File: config.mk
export PLATFORM = sky130hd
export DESIGN_NAME = semaphore_wait_queue_table_unit
export DESIGN_NICKNAME = d
export VERILOG_FILES = /design/src/rtl/swq_pkg.sv /design/src/rtl/semaphore_wait_queue_table_unit.sv
export SDC_FILE = /design/constraint.sdc
export NUM_CORES = 2
export LEC_CHECK = 0
export BUFFER_PORTS_ARGS = -buffer_cell sky130_fd_sc_hd__buf_2
export CAP_MARGIN = 20
export CORE_AREA = 8 8 625 627
export DETAILED_ROUTE_END_ITERATION = 8
export DIE_AREA = 0 0 633 635
export SYNTH_ARGS = -nofsm -noshare
export SYNTH_HDL_FRONTEND = slang
export SYNTH_SLANG_ARGS = --single-unit
File: constraint.sdc
create_clock -name clk -period 7.1 [get_ports clk]
set_input_delay 0.355 -clock clk [delete_from_list [all_inputs] [get_ports clk]]
set_output_delay 0.355 -clock clk [all_outputs]
set_load 0.01 [all_outputs]
File: src/rtl/swq_pkg.sv
package swq_pkg;

  localparam int MAX_PROCESSES = 32;
  localparam int IDX_W = $clog2(MAX_PROCESSES);
  localparam int LEN_W = $clog2(MAX_PROCESSES + 1);

  localparam logic [2:0] MODE_BLOCK  = 3'd0;
  localparam logic [2:0] MODE_WAKE   = 3'd1;
  localparam logic [2:0] MODE_REMOVE = 3'd2;
  localparam logic [2:0] MODE_PEEK   = 3'd3;
  localparam logic [2:0] MODE_PIDRM  = 3'd4;

  localparam logic [1:0] STAT_DONE     = 2'd0;
  localparam logic [1:0] STAT_NOFREE   = 2'd1;
  localparam logic [1:0] STAT_NOTFOUND = 2'd2;

  typedef logic [IDX_W-1:0] idx_t;
  typedef logic [LEN_W-1:0] len_t;

endpackage

File: src/rtl/semaphore_wait_queue_table_unit.sv
// Block, wake and peek scan all 32 descriptors for the key, one per cycle; wake also
// drops a descriptor it empties. Remove process walks the slot's queue; remove by pid
// walks the queue of each active descriptor in turn, one queue entry per cycle.
// Throughput: one transfer at a time; the next item is taken once the result is registered.
// Reset (synchronous, rst_n low): all descriptors free, all queues empty, no slot blocked.
module semaphore_wait_queue_table_unit import swq_pkg::*; (
  input  logic        clk,
  input  logic        rst_n,
  input  logic        in_valid,
  output logic        in_ready,
  input  logic [2:0]  in_mode,
  input  logic [31:0] in_sem_key,
  input  logic [4:0]  in_process_slot,
  input  logic [30:0] in_process_pid,
  output logic        out_valid,
  input  logic        out_ready,
  output logic [1:0]  out_status,
  output logic [4:0]  out_result_slot,
  output logic [30:0] out_result_pid
);

  localparam logic [3:0] S_IDLE   = 4'd0;
  localparam logic [3:0] S_DISP   = 4'd1;
  localparam logic [3:0] S_SCAN   = 4'd2;
  localparam logic [3:0] S_SDONE  = 4'd3;
  localparam logic [3:0] S_APPEND = 4'd4;
  localparam logic [3:0] S_HEAD   = 4'd5;
  localparam logic [3:0] S_WAKE   = 4'd6;
  localparam logic [3:0] S_PEEK   = 4'd7;
  localparam logic [3:0] S_REMOVE = 4'd8;
  localparam logic [3:0] S_ACT    = 4'd9;
  localparam logic [3:0] S_LOADQ  = 4'd10;
  localparam logic [3:0] S_WALK   = 4'd11;
  localparam logic [3:0] S_DONE   = 4'd12;

  logic [31:0] key_arr_r  [MAX_PROCESSES];
  logic        active_r   [MAX_PROCESSES];
  idx_t        head_r     [MAX_PROCESSES];
  idx_t        tail_r     [MAX_PROCESSES];
  len_t        qlen_r     [MAX_PROCESSES];
  idx_t        next_r     [MAX_PROCESSES];
  idx_t        sdesc_r    [MAX_PROCESSES];
  logic [30:0] spid_r     [MAX_PROCESSES];
  logic        blocked_r  [MAX_PROCESSES];
  idx_t        alist_r    [MAX_PROCESSES];
  len_t        act_count_r;

  logic [3:0]  state_r;
  logic [2:0]  mode_r;
  logic [31:0] key_r;
  idx_t        slot_r;
  logic [30:0] pid_r;
  idx_t        scan_r;
  logic        found_r;
  logic        free_found_r;
  idx_t        free_r;
  idx_t        d_r;
  idx_t        cur_r;
  idx_t        prev_r;
  len_t        n_r;
  len_t        lenq_r;
  len_t        j_r;
  logic        rm_found_r;
  logic [1:0]  res_status_r;
  idx_t        res_slot_r;
  logic [30:0] res_pid_r;
  logic        out_valid_r;
  logic [1:0]  out_status_r;
  idx_t        out_slot_r;
  logic [30:0] out_pid_r;

  logic [31:0] key_rd;
  logic        act_rd;
  len_t        len_rd;
  idx_t        head_rd;
  idx_t        tail_rd;
  idx_t        next_rd;
  logic [30:0] pid_rd;
  logic        blk_rd;
  idx_t        sdesc_rd;
  idx_t        alist_rd;
  logic        walk_match;
  logic        walk_last;

  assign key_rd   = key_arr_r[scan_r];
  assign act_rd   = active_r[scan_r];
  assign len_rd   = qlen_r[d_r];
  assign head_rd  = head_r[d_r];
  assign tail_rd  = tail_r[d_r];
  assign next_rd  = next_r[cur_r];
  assign pid_rd   = spid_r[cur_r];
  assign blk_rd   = blocked_r[slot_r];
  assign sdesc_rd = sdesc_r[slot_r];
  assign alist_rd = alist_r[j_r[IDX_W-1:0]];

  assign walk_match = (mode_r == MODE_REMOVE) ? (cur_r == slot_r) : (pid_rd == pid_r);
  assign walk_last  = ((n_r + len_t'(1)) == lenq_r);

  assign in_ready        = (state_r == S_IDLE);
  assign out_valid       = out_valid_r;
  assign out_status      = out_status_r;
  assign out_result_slot = out_slot_r;
  assign out_result_pid  = out_pid_r;

  always_ff @(posedge clk) begin
    if (!rst_n) begin
      state_r     <= S_IDLE;
      out_valid_r <= 1'b0;
      act_count_r <= '0;
      for (int i = 0; i < MAX_PROCESSES; i++) begin
        active_r[i]  <= 1'b0;
        qlen_r[i]    <= '0;
        blocked_r[i] <= 1'b0;
      end
    end else begin
      if (out_valid_r && out_ready && state_r != S_DONE) begin
        out_valid_r <= 1'b0;
      end
      case (state_r)
        S_IDLE: begin
          if (in_valid) begin
            mode_r       <= in_mode;
            key_r        <= in_sem_key;
            slot_r       <= in_process_slot;
            pid_r        <= in_process_pid;
            res_status_r <= STAT_NOTFOUND;
            res_slot_r   <= '0;
            res_pid_r    <= '0;
            state_r      <= S_DISP;
          end
        end
        S_DISP: begin
          scan_r       <= '0;
          found_r      <= 1'b0;
          free_found_r <= 1'b0;
          j_r          <= '0;
          case (mode_r)
            MODE_BLOCK: state_r <= blk_rd ? S_DONE : S_SCAN;
            MODE_WAKE:  state_r <= S_SCAN;
            MODE_PEEK:  state_r <= S_SCAN;
            MODE_REMOVE: begin
              d_r     <= sdesc_rd;
              state_r <= blk_rd ? S_LOADQ : S_DONE;
            end
            MODE_PIDRM: state_r <= S_ACT;
            default:    state_r <= S_DONE;
          endcase
        end
        S_SCAN: begin
          if (act_rd && key_rd == key_r) begin
            found_r <= 1'b1;
            d_r     <= scan_r;
          end
          if (!act_rd && !free_found_r) begin
            free_found_r <= 1'b1;
            free_r       <= scan_r;
          end
          if (scan_r == idx_t'(MAX_PROCESSES - 1)) begin
            state_r <= S_SDONE;
          end else begin
            scan_r <= scan_r + idx_t'(1);
          end
        end
        S_SDONE: begin
          if (mode_r == MODE_BLOCK) begin
            if (found_r) begin
              state_r <= S_APPEND;
            end else if (free_found_r) begin
              active_r[free_r]                   <= 1'b1;
              key_arr_r[free_r]                  <= key_r;
              qlen_r[free_r]                     <= '0;
              alist_r[act_count_r[IDX_W-1:0]]    <= free_r;
              act_count_r                        <= act_count_r + len_t'(1);
              d_r                                <= free_r;
              state_r                            <= S_APPEND;
            end else begin
              res_status_r <= STAT_NOFREE;
              state_r      <= S_DONE;
            end
          end else begin
            state_r <= found_r ? S_HEAD : S_DONE;
          end
        end
        S_APPEND: begin
          next_r[slot_r] <= '0;
          if (len_rd == '0) begin
            head_r[d_r] <= slot_r;
          end else begin
            next_r[tail_rd] <= slot_r;
          end
          tail_r[d_r]       <= slot_r;
          qlen_r[d_r]       <= len_rd + len_t'(1);
          sdesc_r[slot_r]   <= d_r;
          spid_r[slot_r]    <= pid_r;
          blocked_r[slot_r] <= 1'b1;
          res_status_r      <= STAT_DONE;
          state_r           <= S_DONE;
        end
        S_HEAD: begin
          cur_r <= head_rd;
          if (mode_r == MODE_WAKE) begin
            state_r <= S_WAKE;
          end else begin
            state_r <= (len_rd != '0) ? S_PEEK : S_DONE;
          end
        end
        S_WAKE: begin
          if (len_rd != '0) begin
            head_r[d_r]      <= next_rd;
            qlen_r[d_r]      <= len_rd - len_t'(1);
            blocked_r[cur_r] <= 1'b0;
            res_status_r     <= STAT_DONE;
            res_slot_r       <= cur_r;
            res_pid_r        <= pid_rd;
          end
          if (len_rd <= len_t'(1)) begin
            active_r[d_r] <= 1'b0;
            j_r           <= '0;
            rm_found_r    <= 1'b0;
            state_r       <= S_REMOVE;
          end else begin
            state_r <= S_DONE;
          end
        end
        S_PEEK: begin
          res_status_r <= STAT_DONE;
          res_slot_r   <= cur_r;
          res_pid_r    <= pid_rd;
          state_r      <= S_DONE;
        end
        S_REMOVE: begin
          if (j_r == act_count_r) begin
            if (rm_found_r) begin
              act_count_r <= act_count_r - len_t'(1);
            end
            state_r <= S_DONE;
          end else begin
            if (rm_found_r) begin
              alist_r[j_r[IDX_W-1:0] - idx_t'(1)] <= alist_rd;
            end else if (alist_rd == d_r) begin
              rm_found_r <= 1'b1;
            end
            j_r <= j_r + len_t'(1);
          end
        end
        S_ACT: begin
          if (j_r == act_count_r) begin
            state_r <= S_DONE;
          end else begin
            d_r     <= alist_rd;
            state_r <= S_LOADQ;
          end
        end
        S_LOADQ: begin
          cur_r  <= head_rd;
          lenq_r <= len_rd;
          n_r    <= '0;
          prev_r <= '0;
          if (len_rd != '0) begin
            state_r <= S_WALK;
          end else if (mode_r == MODE_PIDRM) begin
            j_r     <= j_r + len_t'(1);
            state_r <= S_ACT;
          end else begin
            state_r <= S_DONE;
          end
        end
        S_WALK: begin
          if (walk_match) begin
            if (n_r == '0) begin
              head_r[d_r] <= next_rd;
            end else begin
              next_r[prev_r] <= next_rd;
            end
            if (walk_last) begin
              tail_r[d_r] <= prev_r;
            end
            qlen_r[d_r]      <= lenq_r - len_t'(1);
            blocked_r[cur_r] <= 1'b0;
            res_status_r     <= STAT_DONE;
            res_slot_r       <= cur_r;
            res_pid_r        <= pid_rd;
            state_r          <= S_DONE;
          end else if (walk_last) begin
            if (mode_r == MODE_PIDRM) begin
              j_r     <= j_r + len_t'(1);
              state_r <= S_ACT;
            end else begin
              state_r <= S_DONE;
            end
          end else begin
            prev_r <= cur_r;
            cur_r  <= next_rd;
            n_r    <= n_r + len_t'(1);
          end
        end
        S_DONE: begin
          if (!out_valid_r || out_ready) begin
            out_valid_r  <= 1'b1;
            out_status_r <= res_status_r;
            out_slot_r   <= res_slot_r;
            out_pid_r    <= res_pid_r;
            state_r      <= S_IDLE;
          end
        end
        default: begin
          state_r <= S_IDLE;
        end
      endcase
    end
  end

endmodule
### Word level (Yosys, flattened, before mapping)

Memories as Yosys holds them, arrays and structs flattened. A register that Yosys moved wholly into a read port is not among the register bits.
Cells that the tools add are included.

* flip-flop bits (word level): 204
* RAM bits: 3072
* memories kept: 10
* input bits: 75
* word-level logic and storage cells: 315

Memory list
* key_arr_r: words 32, width 32, read ports 1, clocked after memory_dff 1, wr ports 1, RTL line semaphore_wait_queue_table_unit.sv:36 `logic [31:0] key_arr_r [MAX_PROCESSES];`
* spid_r: words 32, width 31, read ports 1, clocked after memory_dff 1, wr ports 1, RTL line semaphore_wait_queue_table_unit.sv:43 `logic [30:0] spid_r [MAX_PROCESSES];`
* qlen_r: words 32, width 6, read ports 1, clocked after memory_dff 1, wr ports 32, RTL line semaphore_wait_queue_table_unit.sv:40 `len_t qlen_r [MAX_PROCESSES];`
* alist_r: words 32, width 5, read ports 1, clocked after memory_dff 1, wr ports 1, RTL line semaphore_wait_queue_table_unit.sv:45 `idx_t alist_r [MAX_PROCESSES];`
* head_r: words 32, width 5, read ports 1, clocked after memory_dff 1, wr ports 1, RTL line semaphore_wait_queue_table_unit.sv:38 `idx_t head_r [MAX_PROCESSES];`
* next_r: words 32, width 5, read ports 1, clocked after memory_dff 1, wr ports 2, RTL line semaphore_wait_queue_table_unit.sv:41 `idx_t next_r [MAX_PROCESSES];`
* 4 more memories

* muxes and demuxes: 169
* reduce and logical (&&, ||, !) cells: 49
* eq/ne operators: 47
* order comparisons: 1
* $add $sub $neg: 9
* bitwise operators: 6

Operator list (count)
* two-way mux 5 bit: 37
* case mux 31 bit (4 select lines): 1
* two-way mux 6 bit: 17
* two-way mux 31 bit: 3
* two-way mux 1 bit: 73
* two-way mux 4 bit: 13
* case mux 4 bit (12 select lines): 1
* != test 2 bit, second input constant: 22
* case mux 5 bit (4 select lines): 2
* equality test 32 bit: 1
* equality test 31 bit: 1
* case mux 5 bit (2 select lines): 3
* case mux 6 bit (5 select lines): 1
* adder 6 x 1 -> 6 bit, second input constant: 4
* case mux 6 bit (2 select lines): 2
* equality test 4 bit, second input constant: 5
* AND reduction 3 bit: 6
* subtractor 6 x 1 -> 6 bit, second input constant: 3
* equality test 4 x 3 -> 1 bit, second input constant: 4
* case mux 4 bit (4 select lines): 1
* AND reduction 8 bit: 2
* two-way mux 3 bit: 5
* equality test 6 bit: 2
* zero test 6 bit: 2
* other kinds (34): 70

### Longest topological paths before layout

* word-level depth: 9
* depth in mapped cells: 19
* depth with buffers taken out: 12

### Worst setup path after synthesis

No wires, ideal clock.

* path type: reg2reg
* start: reg with a tool-made name
* end: reg res_pid_r[0], enable pin
* period minus slack after synthesis: 6.246 ns
* setup time: 0.484 ns
* stages on the path, launching flop included: 15
* path slack: 0.854 ns
* buffers on the path: 3
* arrival: 5.762 ns
* required time: 6.616 ns
* cells stage by stage: dfxtp_1 -> buf_4 -> buf_4 -> buf_2 -> mux2i_1 -> a22oi_1 -> a21oi_1 -> nor4_1 -> xnor2_1 -> nand4_1 -> or4_1 -> or4_4 -> nand2_1 -> nor2_1 -> a211oi_1

RTL lines
* end signal, assigned: RTL line semaphore_wait_queue_table_unit.sv:214 `res_pid_r <= pid_rd;`
* end signal, assigned: RTL line semaphore_wait_queue_table_unit.sv:228 `res_pid_r <= pid_rd;`
* end signal, assigned: RTL line semaphore_wait_queue_table_unit.sv:282 `res_pid_r <= pid_rd;`
* end, declared: RTL line semaphore_wait_queue_table_unit.sv:66 `logic [30:0] res_pid_r;`

==> run_results.csv <==
group,metric,value,unit
floorplanning,rows,227,
finish,drive_gt1_share,24.4,%
synth,yosysSeqAreaShare,74.0,%
finish,nNetsFinal,7258,
timing,setup_tns,0,ns
finish,fin_util,40.1,%
synth,synthXorXnorAreaFrac,0.707,%
route,drtPass1Iterations,6,
placed_design,dp_hpwl,199,mm
route,totalWireLength,348,mm
synth,synthTopCellsByCount,"edfxtp_1 (3,201), mux4_2 (718), mux2i_1 (438)",
run,max_cap_violations,0,
global_route,grt_max_degree,117,
floorplanning,num_io_pins,115,
finish,num-fill-cells,33571,
synth,synth_top_family_by_area,"multiplexers",
power_and_ir_drop,power.density,323,nW/um^2
worst_setup_path,worstPathArrival,6.97,ns
route,drtIter0Drc,7616,
worst_setup_path,cp-start-kind,"flop",
synth,ys_warn_count,0,
synth,synthTopCellsByArea,"edfxtp_1 (73%), mux4_2 (12%), mux2i_1 (3.3%)",
timing,drv_slew,0,
synth,syn_nets,6892,
placed_design,place.gp.congestion,0.812,
clock_tree,clk_pin_slew,0.06,ns
clock_tree,insertion_delay,0.96,ns
synth,async_flop_share,0,%
synth,synthAdderAreaFrac,0.147,%
power_and_ir_drop,p_leak,49.9,nW
worst_setup_path,required,7.64,ns
synth,postSynthAreaPerCell,19.5,sq um
global_route,grt_overflow,0,
synth,netlist_instances,6802,
synth,post-synth-top-area-fraction,72.5,%
clock_tree,cts_max_path_buffers,4,
timing,finalSetupViolCount,0,
synth,synth_top_area_cell,"edfxtp_1",
worst_setup_path,rrSetupSlack,0.67,ns
worst_setup_path,critPathKind,"reg2reg",
global_route,antenna_found_initial,20,
global_route,grt_pass1_wl,501,mm
timing,rsz0062_at_grt,"no",
synth,yosys_most_used_dff,"edfxtp_1",
worst_setup_path,critPathMaxFanout,64,
timing,fmax,156,MHz
synth,ys_seq_elements,3301,
clock_tree,cts_tree,"yes",
timing,hold_violations,0,
floorplanning,fp.dieH,635,microns
synth,yosysMostFrequentCell,"edfxtp_1",
worst_setup_path,critPathCaptureType,"flop",
synth,synth_compound_area_share,4.00,%
floorplanning,die_x,633,microns
timing,fin_worst_skew,0.107,ns
timing,fin_crit_sh,90.6,%
clock_tree,ctsResizeCount,0,
synth,synthMuxAreaShare,16.0,%
route,wire_per_inst,27.8,microns
timing,worst_pin_slew,1.17,ns
route,drc_errors,0,
global_route,grt_usage,16.7,%
clock_tree,ctsHoldBuffers,74,
timing,slew-limit-headroom,22.0,%
placed_design,numPortBuffers,114,
global_route,grt_pass1_vias,69619,
synth,synth_cell_types,86,
route,drtAntennaViolNets,0,
clock_tree,cts_made_buffers,346,
timing,fin_crit,6.43,ns
clock_tree,cts-root-buf,"clkbuf_16",
route,vias,68741,
floorplanning,initial_core_util,34.8,%
synth,syn-cell-area,133000,sq um
synth,synth_simple_gate_area_share,3.45,%
clock_tree,postCtsSetupBuffers,0,
worst_hold_path,min_path_type,"in2reg",
floorplanning,core,381000,sq um
floorplanning,fp.dieArea,402000,sq um
synth,synth_edf_count,3201,
power_and_ir_drop,ir_worst_vdd,220,uV
run_status,status,"finished clean",
route,post_drt_via_cell_ratio,5.50,
timing,timing.hold.ws,0.101,ns
clock_tree,cts_max_level,5,
finish,area_growth,15.1,%
clock_tree,clock_sinks,3301,
-- critical path, cell delays in order, from the launching register on --
cell     delay [ns]
dfxtp_4        0.75
buf_12         0.44
mux2i_1        0.15
a22oi_1        0.22
a21oi_1        0.13
nor4_1         0.59
xnor2_1        0.29
nand4_1        0.30
or4_1          0.48
or4_4          0.67
a21o_1         0.42
o21ai_1        0.42
nand3_1        0.52
nor2_1         0.56
-- kinds of logic after synthesis --
group	count (synthesis)
compound gates	753
xor+xnor	107
fa+ha+maj	15
buf+inv	479
flops	3301
mux	1214
simple gates	933
-- sequential cells by signal, indices dropped and copies added (netlist names), 160 cells and up, named ones only --
signal,cells
spid_r,992
head_r,160
tail_r,160
qlen_r,192
next_r,160
sdesc_r,160
key_arr_r,1024
alist_r,160
-- path summary, 6_finish.rpt --
kind,start,endpoint,cells past startpoint
setup / recovery,flop,tail_r[31][3],13
hold / removal,in_sem_key[28],key_r[28],2
setup reg to reg,flop,tail_r[31][3],13
hold reg to reg,res_slot_r[3],out_result_slot[3],0
-- per-layer routing --
layer  GRT usage [%]  wire length (microns)
met1            23.0                 144000
met2            27.8                 170000
met3            2.61                  24700
met4            4.33                   8990
met5               0                    322
-- through the flow --
step	std cells	instance area [sq um]	setup slack, ns	power, W
2_1_floorplan	6802	133000	0.854	0.0287
3_3_place_gp	11776	140000	0.883	0.0314
3_5_place_dp	11779	140000	0.737	0.0315
4_1_cts	12487	152000	0.709	0.0497
5_1_grt	12493	153000	0.448	0.0509
6_report	12496	153000	0.669	0.0493
-- final cells by class --
class,count,area [sq um],area share (%)
Multi-Input combinational cell,3022,32900,21.5
Antenna cell,4,10.0,0.00656
Clock inverter,211,2210,1.45
Timing Repair Buffer,459,3690,2.42
Tap cell,5038,6300,4.13
Clock buffer,423,9180,6.01
Sequential cell,3301,98200,64.3
Inverter,38,148,0.0968
-- layout by cell type (no fill, tap or decap), drive strengths merged, types with 30 or more instances in the layout --
cell	count
edfxtp	3201
mux4	718
mux2i	440
clkbuf	423
buf	385
nor2	290
nor3	199
a22oi	184
a21o	167
clkinv	144
nand2	138
dfxtp	100
o21ai	89
a21oi	84
nand3	76
o22ai	75
dlygate4sd3	74
xnor2	61
mux2	56
inv	53
and2	48
xor2	46
o211ai	41
bufinv	38
nor4	38
nand2b	32
and3	30
-- report_power, final --
part	switching [W]	total (W)	leakage (nW)	internal (W)
clock	0.00760	0.0182	5.54	0.0106
combinational	0.00453	0.00803	14.1	0.00351
sequential	0.000832	0.0230	30.2	0.0222
(Power assumes the default switching activity.)
